===== config.mk =====
export PLATFORM = sky130hd
export DESIGN_NAME = epoch_to_local_calendar_core
export DESIGN_NICKNAME = d
export VERILOG_FILES = /design/src/rtl/core/etlc_pkg.sv /design/src/rtl/core/etlc_datapath.sv /design/src/rtl/core/etlc_ctrl.sv /design/src/rtl/core/epoch_to_local_calendar_core.sv
export SDC_FILE = /design/constraint.sdc
export NUM_CORES = 2
export LEC_CHECK = 0
export BUFFER_PORTS_ARGS = -buffer_cell sky130_fd_sc_hd__buf_2
export CAP_MARGIN = 20
export CORE_MARGIN = 5
export CORE_UTILIZATION = 28
export CTS_BUF_LIST = sky130_fd_sc_hd__clkbuf_4
export DETAILED_ROUTE_END_ITERATION = 10
export PLACE_DENSITY = 0.43
export SLEW_MARGIN = 5
export SYNTH_ARGS = -nofsm -noshare
export SYNTH_HDL_FRONTEND = slang
export SYNTH_SLANG_ARGS = --single-unit

===== constraint.sdc =====
create_clock -name clk -period 13.8 [get_ports clk]
set_input_delay 1.38 -clock clk [delete_from_list [all_inputs] [get_ports clk]]
set_output_delay 1.38 -clock clk [all_outputs]
set_load 0.005 [all_outputs]

===== src/rtl/core/etlc_pkg.sv =====
package etlc_pkg;

    localparam int EpochW = 31;
    localparam int ZoneW  = 18;
    localparam int TimeW  = 33;
    localparam int DayW   = 17;

    localparam logic [ZoneW-1:0] ZoneReset = 18'h3FFC4;
    localparam logic             DstReset  = 1'b1;

    localparam logic [0:0] CfgZone = 1'b0;
    localparam logic [0:0] CfgDst  = 1'b1;

    localparam logic [11:0] DstShift   = 12'd3600;
    localparam logic [8:0]  BeginDay   = 9'd89;
    localparam logic [8:0]  EndDay     = 9'd272;
    localparam logic [8:0]  LeapShift  = 9'd58;

    // day split: t / 86400 = (t >> 7) / 675, reciprocal ceil(2^36 / 675)
    localparam logic [26:0] DayRecip    = 27'd101806633;
    localparam logic [9:0]  DayOdd      = 10'd675;
    // hour: (r >> 4) / 225, reciprocal ceil(2^21 / 225)
    localparam logic [13:0] HourRecip   = 14'd9321;
    localparam logic [11:0] SecsPerHour = 12'd3600;
    // minute: (s >> 2) / 15, reciprocal ceil(2^14 / 15)
    localparam logic [10:0] MinRecip    = 11'd1093;
    localparam logic [5:0]  SecsPerMin  = 6'd60;
    // modulo 7 for 17-bit values, reciprocal ceil(2^20 / 7)
    localparam logic [17:0] Mod7Recip   = 18'd149797;

    typedef enum logic [3:0] {
        ST_IDLE,
        ST_DIVDAY,
        ST_HMS,
        ST_HOUR,
        ST_MINSEC,
        ST_YEAR,
        ST_MONTH,
        ST_SUN_B,
        ST_SUN_E,
        ST_DSTCHK,
        ST_OUT
    } state_t;

    typedef struct packed {
        logic load;
        logic div_step;
        logic hms;
        logic hour_step;
        logic min_step;
        logic year_step;
        logic month_step;
        logic sun_begin;
        logic sun_end;
        logic dst_apply;
        logic capture;
    } cmd_t;

    typedef struct packed {
        logic year_done;
        logic month_done;
        logic in_window;
    } status_t;

    function automatic logic [4:0] month_len(input logic [3:0] m, input logic leap);
        logic [4:0] r;
        begin
            case (m)
                4'd1: r = leap ? 5'd29 : 5'd28;
                4'd3, 4'd5, 4'd8, 4'd10: r = 5'd30;
                default: r = 5'd31;
            endcase
            return r;
        end
    endfunction

    function automatic logic [2:0] mod7(input logic [16:0] x);
        logic [34:0] p;
        logic [14:0] q;
        logic [16:0] r;
        begin
            p = 35'(x) * 35'(Mod7Recip);
            q = p[34:20];
            r = x - 17'(q) * 17'd7;
            return r[2:0];
        end
    endfunction

endpackage


===== src/rtl/core/etlc_datapath.sv =====
module etlc_datapath (
    input  logic                          clk,
    input  logic                          rst_n,
    input  etlc_pkg::cmd_t                cmd,
    output etlc_pkg::status_t             status,
    input  logic [etlc_pkg::EpochW-1:0]   epoch_seconds,
    input  logic [etlc_pkg::ZoneW-1:0]    zone_reg,
    output logic [5:0]                    second,
    output logic [5:0]                    minute,
    output logic [4:0]                    hour,
    output logic [4:0]                    day_of_month,
    output logic [3:0]                    month,
    output logic [7:0]                    years_since_1900,
    output logic [2:0]                    weekday,
    output logic [8:0]                    day_of_year,
    output logic                          dst_active
);

    localparam int TW = etlc_pkg::TimeW;
    localparam int DW = etlc_pkg::DayW;

    logic [TW-1:0]  t_reg;
    logic [52:0]    prod_reg;
    logic [DW-1:0]  days_reg;
    logic [16:0]    drem_reg;
    logic [11:0]    shr_reg;
    logic [5:0]     sec_reg, min_reg;
    logic [4:0]     hour_reg;
    logic [2:0]     wday_reg;
    logic [2:0]     first_reg;
    logic [7:0]     year_reg;
    logic [8:0]     yday_reg;
    logic [3:0]     mon_reg;
    logic [8:0]     mday_reg;
    logic [8:0]     begin_reg, end_reg;
    logic           dst_reg;

    logic signed [TW:0] local_s;
    logic [DW-1:0]  dq;
    logic [25:0]    dlow;
    logic [26:0]    hprod;
    logic [5:0]     hq;
    logic [16:0]    hrem;
    logic [20:0]    mprod;
    logic [6:0]     mq;
    logic [11:0]    mrem;
    logic           leap;
    logic [8:0]     ylen;
    logic [4:0]     mlen;
    logic [8:0]     first_d;
    logic [8:0]     sun_d;
    logic [8:0]     sun_res;
    logic [8:0]     diffm;
    logic           after_b, before_e;

    assign local_s = $signed({{(TW+1-etlc_pkg::EpochW){1'b0}}, epoch_seconds})
                   - $signed({{(TW+1-etlc_pkg::ZoneW){zone_reg[etlc_pkg::ZoneW-1]}}, zone_reg});
    assign dq    = prod_reg[52:36];
    assign dlow  = t_reg[TW-1:7] - 26'(dq) * 26'(etlc_pkg::DayOdd);
    assign hprod = 27'(drem_reg[16:4]) * 27'(etlc_pkg::HourRecip);
    assign hq    = hprod[26:21];
    assign hrem  = drem_reg - 17'(hq) * 17'(etlc_pkg::SecsPerHour);
    assign mprod = 21'(shr_reg[11:2]) * 21'(etlc_pkg::MinRecip);
    assign mq    = mprod[20:14];
    assign mrem  = shr_reg - 12'(mq) * 12'(etlc_pkg::SecsPerMin);
    assign leap = (year_reg[1:0] == 2'b00);
    assign ylen = leap ? 9'd366 : 9'd365;
    assign mlen = etlc_pkg::month_len(mon_reg, leap);
    assign first_d = 9'(first_reg);
    assign sun_d = (cmd.sun_begin ? etlc_pkg::BeginDay : etlc_pkg::EndDay)
                 + 9'(leap);
    assign diffm = 9'(etlc_pkg::mod7(17'(sun_d - first_d)));
    assign sun_res = (sun_d < first_d) ? first_d : sun_d - diffm;
    assign after_b = (yday_reg > begin_reg) || (yday_reg == begin_reg && hour_reg >= 5'd2);
    assign before_e = (yday_reg < end_reg) || (yday_reg == end_reg && hour_reg < 5'd3);

    assign status.year_done  = (days_reg < {8'd0, ylen});
    assign status.month_done = (mday_reg < 9'(mlen)) || (mon_reg == 4'd11);
    assign status.in_window  = after_b && before_e;

    always_ff @(posedge clk or negedge rst_n)
    begin
        if (!rst_n)
        begin
            t_reg     <= '0;
            prod_reg  <= '0;
            days_reg  <= '0;
            drem_reg  <= '0;
            shr_reg   <= '0;
            sec_reg   <= '0;
            min_reg   <= '0;
            hour_reg  <= '0;
            wday_reg  <= '0;
            first_reg <= '0;
            year_reg  <= '0;
            yday_reg  <= '0;
            mon_reg   <= '0;
            mday_reg  <= '0;
            begin_reg <= '0;
            end_reg   <= '0;
            dst_reg   <= 1'b0;
        end
        else
        begin
            if (cmd.load)
            begin
                t_reg   <= local_s[TW] ? '0 : local_s[TW-1:0];
                dst_reg <= 1'b0;
            end
            if (cmd.dst_apply)
            begin
                t_reg   <= t_reg + TW'(etlc_pkg::DstShift);
                dst_reg <= 1'b1;
            end
            if (cmd.div_step)
                prod_reg <= {27'd0, t_reg[TW-1:7]} * {26'd0, etlc_pkg::DayRecip};
            if (cmd.hms)
            begin
                days_reg <= dq;
                drem_reg <= {dlow[9:0], t_reg[6:0]};
                year_reg <= 8'd70;
            end
            if (cmd.hour_step)
            begin
                hour_reg <= hq[4:0];
                shr_reg  <= hrem[11:0];
                wday_reg <= etlc_pkg::mod7(days_reg + 17'd4);
            end
            if (cmd.min_step)
            begin
                min_reg <= mq[5:0];
                sec_reg <= mrem[5:0];
            end
            if (cmd.year_step)
            begin
                if (status.year_done)
                begin
                    yday_reg <= days_reg[8:0];
                    mday_reg <= days_reg[8:0];
                    mon_reg  <= '0;
                end
                else
                begin
                    days_reg <= days_reg - 17'(ylen);
                    year_reg <= year_reg + 8'd1;
                end
            end
            if (cmd.month_step)
                first_reg <= etlc_pkg::mod7(17'(yday_reg) + 17'd420 - 17'(wday_reg));
            if (cmd.month_step && !status.month_done)
            begin
                mday_reg <= mday_reg - 9'(mlen);
                mon_reg  <= mon_reg + 4'd1;
            end
            if (cmd.sun_begin)
                begin_reg <= sun_res;
            if (cmd.sun_end)
                end_reg <= sun_res;
        end
    end

    always_ff @(posedge clk)
    begin
        if (cmd.capture)
        begin
            second           <= sec_reg;
            minute           <= min_reg;
            hour             <= hour_reg;
            day_of_month     <= 5'(mday_reg + 9'd1);
            month            <= mon_reg;
            years_since_1900 <= year_reg;
            weekday          <= wday_reg;
            day_of_year      <= yday_reg;
            dst_active       <= dst_reg;
        end
    end

endmodule


===== src/rtl/core/etlc_ctrl.sv =====
module etlc_ctrl (
    input  logic              clk,
    input  logic              rst_n,
    input  logic              in_valid,
    output logic              in_stall,
    output logic              out_valid,
    input  logic              out_stall,
    input  logic              dst_en,
    input  etlc_pkg::status_t status,
    output etlc_pkg::cmd_t    cmd
);

    etlc_pkg::state_t state_reg, state_next;
    logic pass_reg, pass_next;
    logic ov_reg, ov_next;

    always_ff @(posedge clk or negedge rst_n)
    begin
        if (!rst_n)
        begin
            state_reg <= etlc_pkg::ST_IDLE;
            pass_reg  <= 1'b0;
            ov_reg    <= 1'b0;
        end
        else
        begin
            state_reg <= state_next;
            pass_reg  <= pass_next;
            ov_reg    <= ov_next;
        end
    end

    assign out_valid = ov_reg;
    assign in_stall  = (state_reg != etlc_pkg::ST_IDLE);

    always_comb
    begin
        state_next = state_reg;
        pass_next  = pass_reg;
        ov_next    = ov_reg && out_stall;
        cmd        = '0;
        case (state_reg)
            etlc_pkg::ST_IDLE:
                if (in_valid)
                begin
                    cmd.load   = 1'b1;
                    pass_next  = 1'b0;
                    state_next = etlc_pkg::ST_DIVDAY;
                end
            etlc_pkg::ST_DIVDAY:
            begin
                cmd.div_step = 1'b1;
                state_next   = etlc_pkg::ST_HMS;
            end
            etlc_pkg::ST_HMS:
            begin
                cmd.hms    = 1'b1;
                state_next = etlc_pkg::ST_HOUR;
            end
            etlc_pkg::ST_HOUR:
            begin
                cmd.hour_step = 1'b1;
                state_next    = etlc_pkg::ST_MINSEC;
            end
            etlc_pkg::ST_MINSEC:
            begin
                cmd.min_step = 1'b1;
                state_next   = etlc_pkg::ST_YEAR;
            end
            etlc_pkg::ST_YEAR:
            begin
                cmd.year_step = 1'b1;
                if (status.year_done)
                    state_next = etlc_pkg::ST_MONTH;
            end
            etlc_pkg::ST_MONTH:
            begin
                cmd.month_step = 1'b1;
                if (status.month_done)
                    state_next = (dst_en && !pass_reg) ? etlc_pkg::ST_SUN_B
                                                       : etlc_pkg::ST_OUT;
            end
            etlc_pkg::ST_SUN_B:
            begin
                cmd.sun_begin = 1'b1;
                state_next    = etlc_pkg::ST_SUN_E;
            end
            etlc_pkg::ST_SUN_E:
            begin
                cmd.sun_end = 1'b1;
                state_next  = etlc_pkg::ST_DSTCHK;
            end
            etlc_pkg::ST_DSTCHK:
                if (status.in_window)
                begin
                    cmd.dst_apply = 1'b1;
                    pass_next     = 1'b1;
                    state_next    = etlc_pkg::ST_DIVDAY;
                end
                else
                    state_next = etlc_pkg::ST_OUT;
            etlc_pkg::ST_OUT:
                if (!ov_reg || !out_stall)
                begin
                    cmd.capture = 1'b1;
                    ov_next     = 1'b1;
                    state_next  = etlc_pkg::ST_IDLE;
                end
            default:
                state_next = etlc_pkg::ST_IDLE;
        endcase
    end

    assert property (@(posedge clk) disable iff (!rst_n)
        cmd.capture |=> out_valid)
        else $error("capture without valid");
    assert property (@(posedge clk) disable iff (!rst_n)
        cmd.dst_apply |-> !pass_reg)
        else $error("dst applied twice");
    assert property (@(posedge clk) disable iff (!rst_n)
        (out_valid && out_stall) |-> !cmd.capture)
        else $error("result overwritten");

endmodule


===== src/rtl/core/epoch_to_local_calendar_core.sv =====
// The conversion steps through the years past 1970 and the months into the year, and
// adds the DST checks when DST is enabled; a DST hour reruns the split.
// Throughput: one item at a time; the next item is taken the cycle after the result is
// registered. The result register holds while stalled.
// Reset (rst_n, async low) clears control; zone offset resets to -60, DST enabled.
module epoch_to_local_calendar_core (
    input  logic                        clk,
    input  logic                        rst_n,
    input  logic                        cfg_we,
    input  logic [0:0]                  cfg_index,
    input  logic [etlc_pkg::ZoneW-1:0]  cfg_data,
    input  logic                        in_valid,
    output logic                        in_stall,
    input  logic [etlc_pkg::EpochW-1:0] epoch_seconds,
    output logic                        out_valid,
    input  logic                        out_stall,
    output logic [5:0]                  second,
    output logic [5:0]                  minute,
    output logic [4:0]                  hour,
    output logic [4:0]                  day_of_month,
    output logic [3:0]                  month,
    output logic [7:0]                  years_since_1900,
    output logic [2:0]                  weekday,
    output logic [8:0]                  day_of_year,
    output logic                        dst_active
);

    logic [etlc_pkg::ZoneW-1:0] zone_reg;
    logic                       dst_en_reg;
    etlc_pkg::cmd_t             cmd;
    etlc_pkg::status_t          status;

    always_ff @(posedge clk or negedge rst_n)
    begin
        if (!rst_n)
        begin
            zone_reg   <= etlc_pkg::ZoneReset;
            dst_en_reg <= etlc_pkg::DstReset;
        end
        else if (cfg_we)
        begin
            case (cfg_index)
                etlc_pkg::CfgZone: zone_reg   <= cfg_data;
                etlc_pkg::CfgDst:  dst_en_reg <= cfg_data[0];
                default: ;
            endcase
        end
    end

    etlc_ctrl u_ctrl (
        .clk       (clk),
        .rst_n     (rst_n),
        .in_valid  (in_valid),
        .in_stall  (in_stall),
        .out_valid (out_valid),
        .out_stall (out_stall),
        .dst_en    (dst_en_reg),
        .status    (status),
        .cmd       (cmd)
    );

    etlc_datapath u_dp (
        .clk              (clk),
        .rst_n            (rst_n),
        .cmd              (cmd),
        .status           (status),
        .epoch_seconds    (epoch_seconds),
        .zone_reg         (zone_reg),
        .second           (second),
        .minute           (minute),
        .hour             (hour),
        .day_of_month     (day_of_month),
        .month            (month),
        .years_since_1900 (years_since_1900),
        .weekday          (weekday),
        .day_of_year      (day_of_year),
        .dst_active       (dst_active)
    );

endmodule


# Word-level counts from Yosys, hierarchy flattened
# Index checks and enable logic that the tools add are counted.
# op_classes
n_addsub	19
n_mul	12
magnitude_cmp	7
eq_ne	23
muxes	48
bitwise	1
reduce_logical	28
# ops
operator	count
$mul A17 B18 Y35 const B	3
$mux W33	3
$mul A26 B27 Y53 const B	1
$mux W17	3
$mul A15 B3 Y3 const B	3
$mux W9	5
$pmux W4 S11	1
$mux W4	9
$add A33 B12 Y33 const B	1
$sub A32 B18 Y33	1
$mul A13 B14 Y27 const B	1
$eq A4 B4 Y1 const B	6
$mux W8	3
$mul A10 B11 Y21 const B	1
$mux W1	21
$eq A4 B3 Y1 const B	5
$eq A9 B9 Y1	2
$add A17 B3 Y17 const B	1
$lt A17 B9 Y1	1
$mul A17 B10 Y10 const B	1
$sub A17 B9 Y17	1
$eq A4 B2 Y1 const B	3
$sub A12 B12 Y12	1
$sub A10 B3 Y11	1
other kinds (37)	60
# totals
ff_bits	276
inputBits	55
out_inout_bits	49
elab_cells	169

# Depth between registers and ports, before layout
# logic_depth
depth_word	10
depth_mapped	38
ltp_nobuf	38

# Modules after synthesis
# A second synthesis with hierarchy kept.
# unflattened
hier_cells	3281
area_unflattened_um2	32563.7
# modules_own_cells
mod	instances	cells_each	area_each_um2	seq_area_each_um2
etlc_datapath	1	3182	31326.3	5515.3
epoch_to_local_calendar_core	1	42	793.3	493.0
etlc_ctrl	1	57	444.2	150.1

# Least setup slack after synthesis
# Ideal clock, no wire load.
# synth_path
path_type	flip-flop to flip-flop
from	register u_dp.yday_reg[1]
to	register u_dp.first_reg[2]
setup_time_ns	0.137
t_arrival_ns	7.840
required_ns	13.663
setup_slack_ns	5.822
path_stages_with_launch	37
n_path_buf	0
synth_period_minus_slack_ns	7.978
cell_sequence	dfrtp_1 > ha_1 > ha_1 > fa_1 > a21o_1 > a21oi_1 > nor2b_1 > or3_1 > xnor2_1 > ha_1 > inv_1 > fa_1 > inv_1 > ha_1 > ha_1 > inv_1 > fa_1 > fa_1 > inv_1 > ha_1 > a21oi_1 > nor2b_1 > o31a_1 > o41ai_1 > o21a_1 > xnor2_1 > ha_1 > inv_1 > fa_1 > xnor2_1 > xnor2_1 > xnor2_1 > xnor2_1 > xnor3_1 > and3_1 > a211oi_1 > o211ai_1
# synth_via
elab_chain_len	5
# synth_lines
element	line	source
from (decl)	etlc_datapath.sv:32	logic [8:0] yday_reg;
from (signal assigned)	etlc_datapath.sv:138	yday_reg <= days_reg[8:0];
$add A9 B9 Y10 *	etlc_datapath.sv:149	first_reg <= etlc_pkg::mod7(17'(yday_reg) + 17'd420 - 17'(wday_reg));
$sub A10 B3 Y11 *	etlc_datapath.sv:149	
$mul A17 B18 Y35	etlc_pkg.sv:82	p = 35'(x) * 35'(Mod7Recip);
$mul A15 B3 Y3	etlc_pkg.sv:84	r = x - 17'(q) * 17'd7;
$sub A3 B3 Y3 *	etlc_pkg.sv:84	
to (signal assigned)	etlc_datapath.sv:149	
to (decl)	etlc_datapath.sv:30	logic [2:0] first_reg;
# Every way passes the cells marked *; elsewhere a longest branch is shown, timed or not.
# A chain may end at the register's enable or synchronous reset.

# Worst setup path in the final report
# Same ends and word-level chain as after synthesis.

==> impl_metrics.csv <==
group,metric,value,unit
run_status,status,"finished clean",
pwr,swShare,0.284,
cts,root_buffer,"clkbuf_4",
job,cap_violations,0,
sta,rsz0062_at_grt,"no",
synth,yosysTopAreaCell,"ha_1",
sta,min_period_over_period,0.626,
synth,ys.flop_type,"dfrtp_1",
worst_setup_path,cp.arrival,9.36,ns
place,dpl.hpwl,72200,um
synth,syn-mean-instance-area,9.64,sq um
synth,async_flop_share,0.801,
routing,ant_nets,0,
cts,cts_tree,"done",
cells_and_area,fin_nets,4533,
cts,cts_num_sinks,236,
worst_setup_path,slowest_delay,0.54,ns
sta,fin_worst_skew,0.0964,ns
place,io_buffers,103,
floorplan,initial_core_util,0.283,
synth,ys_seq_area_frac,0.193,
sta,setup_viol,0,
synth,ys_seq_elements,236,
cts,numCtsBuffers,76,
cells_and_area,n_fill_cell,11900,
synth,synth_edf_count,47,
routing,dr.pass1.iters,5,
cells_and_area,fin_util,0.313,
worst_setup_path,endpoint_kind,"register",
pwr,power_density,48.3,nW/um^2
sta,maxSlewHeadroom,0.304,
synth,synth_top_area_frac,0.278,
cts,cts_hold_buffers,0,
routing,vias,23000,
synth,synth_warnings,0,
floorplan,dieWidth,348,um
cells_and_area,largest_reg_flops,33,
cts,cts.repair.resized,0,
floorplan,rows,123,
floorplan,coreArea,113000,sq um
place,gp_congestion,0.821,
worst_setup_path,startpoint_type,"register",
cts,cts_setup_buffers,0,
grt,gr-usage-all-layers,0.145,
cells_and_area,drive_above_1_share,0.0827,
sta,final_max_slew_viol_count,0,
routing,drt-total-wl,86900,um
sta,hold_slack,0.416,ns
cells_and_area,mostFrequentLayoutCells,"ha_1, inv_1, fa_1",
pwr,combPwrFrac,0.114,
floorplan,ios,104,
worst_hold_path,hold_path_class,"in2async",
grt,grt_max_degree,68,
floorplan,die-area,121000,sq um
cells_and_area,syn2layout_area_growth,10.8,%
worst_setup_path,cp_slowest_cell,"fa_1",
sta,fin_tns_setup,0,ns
pwr,seqPwrFrac,0.424,
cts,clk_path_buf_depth,3,
cells_and_area,final_common_cell,"ha_1",
synth,synth_cell_types,80,
cts,htree_num_levels,3,
pwr,power.internal,1.22,mW
floorplan,die_h,348,um
routing,post_drt_wl_per_cell,17.3,um
sta,min_period,8.63,ns
pwr,ir_drop,0.0000393,V
pwr,clockPowerShare,0.462,
synth,synth_nets,4381,
routing,post-route-drc-count,0,
sta,fmax,116,MHz
synth,synthesis.area,31900,sq um
cts,clk_latency,0.89,ns
grt,grt_pass1_wl,138000,um
grt,gr-total-overflow,0,
sta,hold_viol,0,
worst_setup_path,crit_path_max_fanout,5,
pwr,p_sw,0.484,mW
grt,grt_pass1_vias,24200,
grt,antenna_found_initial,2,
cts,clk_pin_slew_worst_paths,0.06,ns
sta,tightest_slew,1.04,ns
routing,vias_per_cell,4.57,
synth,postSynthCellCount,3308,
synth,synth.area.top_cells,"ha_1, fa_1, dfrtp_1",
pwr,power_leakage,18.1,nW
routing,drt-initial-drc-count,1003,
worst_setup_path,crit_path_frequent_cell,"ha_1",
worst_setup_path,worstSetupPathType,"reg2reg",
worst_setup_path,required,14.53,ns
worst max-delay path: cells and delay by family, from the launching register on:
kind,cells,cell delay (ns)
flip-flops,1,0.45
AO/OA/AOI/OAI,8,1.83
adder cells (fa/ha/maj),12,3.94
AND/OR/NAND/NOR,4,0.68
buffers and inverters,5,0.25
XOR/XNOR,7,1.33
power by group through the flow:
| stage | Sequential [mW] | Clock, mW | Combinational (mW) |
|---|---|---|---|
| floorplan | 0.735 | 0 | 0.134 |
| global placement | 0.736 | 0 | 0.197 |
| detailed placement | 0.736 | 0 | 0.196 |
| CTS | 0.723 | 0.831 | 0.198 |
| global route | 0.723 | 0.868 | 0.219 |
| finish | 0.723 | 0.787 | 0.195 |
cell type report:
type	count	area (sq um)	share of cell area
antenna	3	7.51	0.000212
clock buffer	111	833	0.0236
tap	1500	1880	0.0531
multi-input combinational	2372	23100	0.655
sequential	236	6160	0.174
timing repair buffer	127	717	0.0203
inverter	647	2430	0.0687
clock inverter	24	183	0.00517
logic make-up (layout without fill, tap and decap cells):
| logic type | Yosys count | in the layout | synth area share |
|---|---|---|---|
| multiplexers | 13 | 13 | 0.00428 |
| adder cells (fa/ha/maj) | 1018 | 1018 | 0.472 |
| AND/OR/NAND/NOR | 621 | 621 | 0.0921 |
| buffers and inverters | 700 | 909 | 0.0829 |
| AO/OA/AOI/OAI | 559 | 559 | 0.109 |
| flip-flops | 236 | 236 | 0.193 |
| other | 0 | 3 | 0 |
| XOR/XNOR | 161 | 161 | 0.0462 |
layer usage:
metal  share of wire  GRT usage
met2            0.47      0.241
met3           0.034     0.0245
met5               0          0
met1            0.48      0.198
met4           0.017     0.0324
through the flow:
step           cell area, sq um  power, mW  std cells  setup slack (ns)
3_5_place_dp              34300      0.932       4880              5.19
4_1_cts                   35300       1.75       5015              5.15
2_1_floorplan             31900      0.868       3308              5.82
6_report                  35300       1.71       5020              5.17
5_1_grt                   35300       1.81       5020              4.60
3_3_place_gp              34300      0.933       4880              5.32
cells in the mapped netlist, drive strengths merged (6+ instances only):
library cell and number:
nor2 114, o211ai 15, inv 647, o2111ai 6, o21bai 9, o31a 6, or3 17, o32ai 8
xnor2 120, nand4 27, o21a 35, fa 309, a21o 55, edfxtp 47, and3 26, a21oi 148
xor2 37, a211oi 14, buf 10, dfstp 14, nand2 243, and4 6, nor2b 23, o31ai 16
mux2i 8, o21ai 167, ha 709, nand2b 18, nand3 63, o22ai 19, or2 7, clkbuf 43
and2 8, dfrtp 175, nor3 40, a31oi 10, nor4 8
final timing paths:
path / slack (ns) / start / end / depth (start not counted)
worst max register to register: 5.17 / u_dp.yday_reg[1] / u_dp.first_reg[2] / 36
worst min-delay path: 0.42 / rst_n / u_dp.mon_reg[1] / 1
worst max-delay path: 5.17 / u_dp.yday_reg[1] / u_dp.first_reg[2] / 36
max in group asynchronous: 11.92 / rst_n / u_dp.t_reg[18] / 2
min in group clk: 0.44 / u_dp.min_reg[4] / u_dp.minute[4] / 0
worst min register to register: 0.44 / u_dp.min_reg[4] / u_dp.minute[4] / 0
Note: power is estimated with default switching activity, not from simulation.
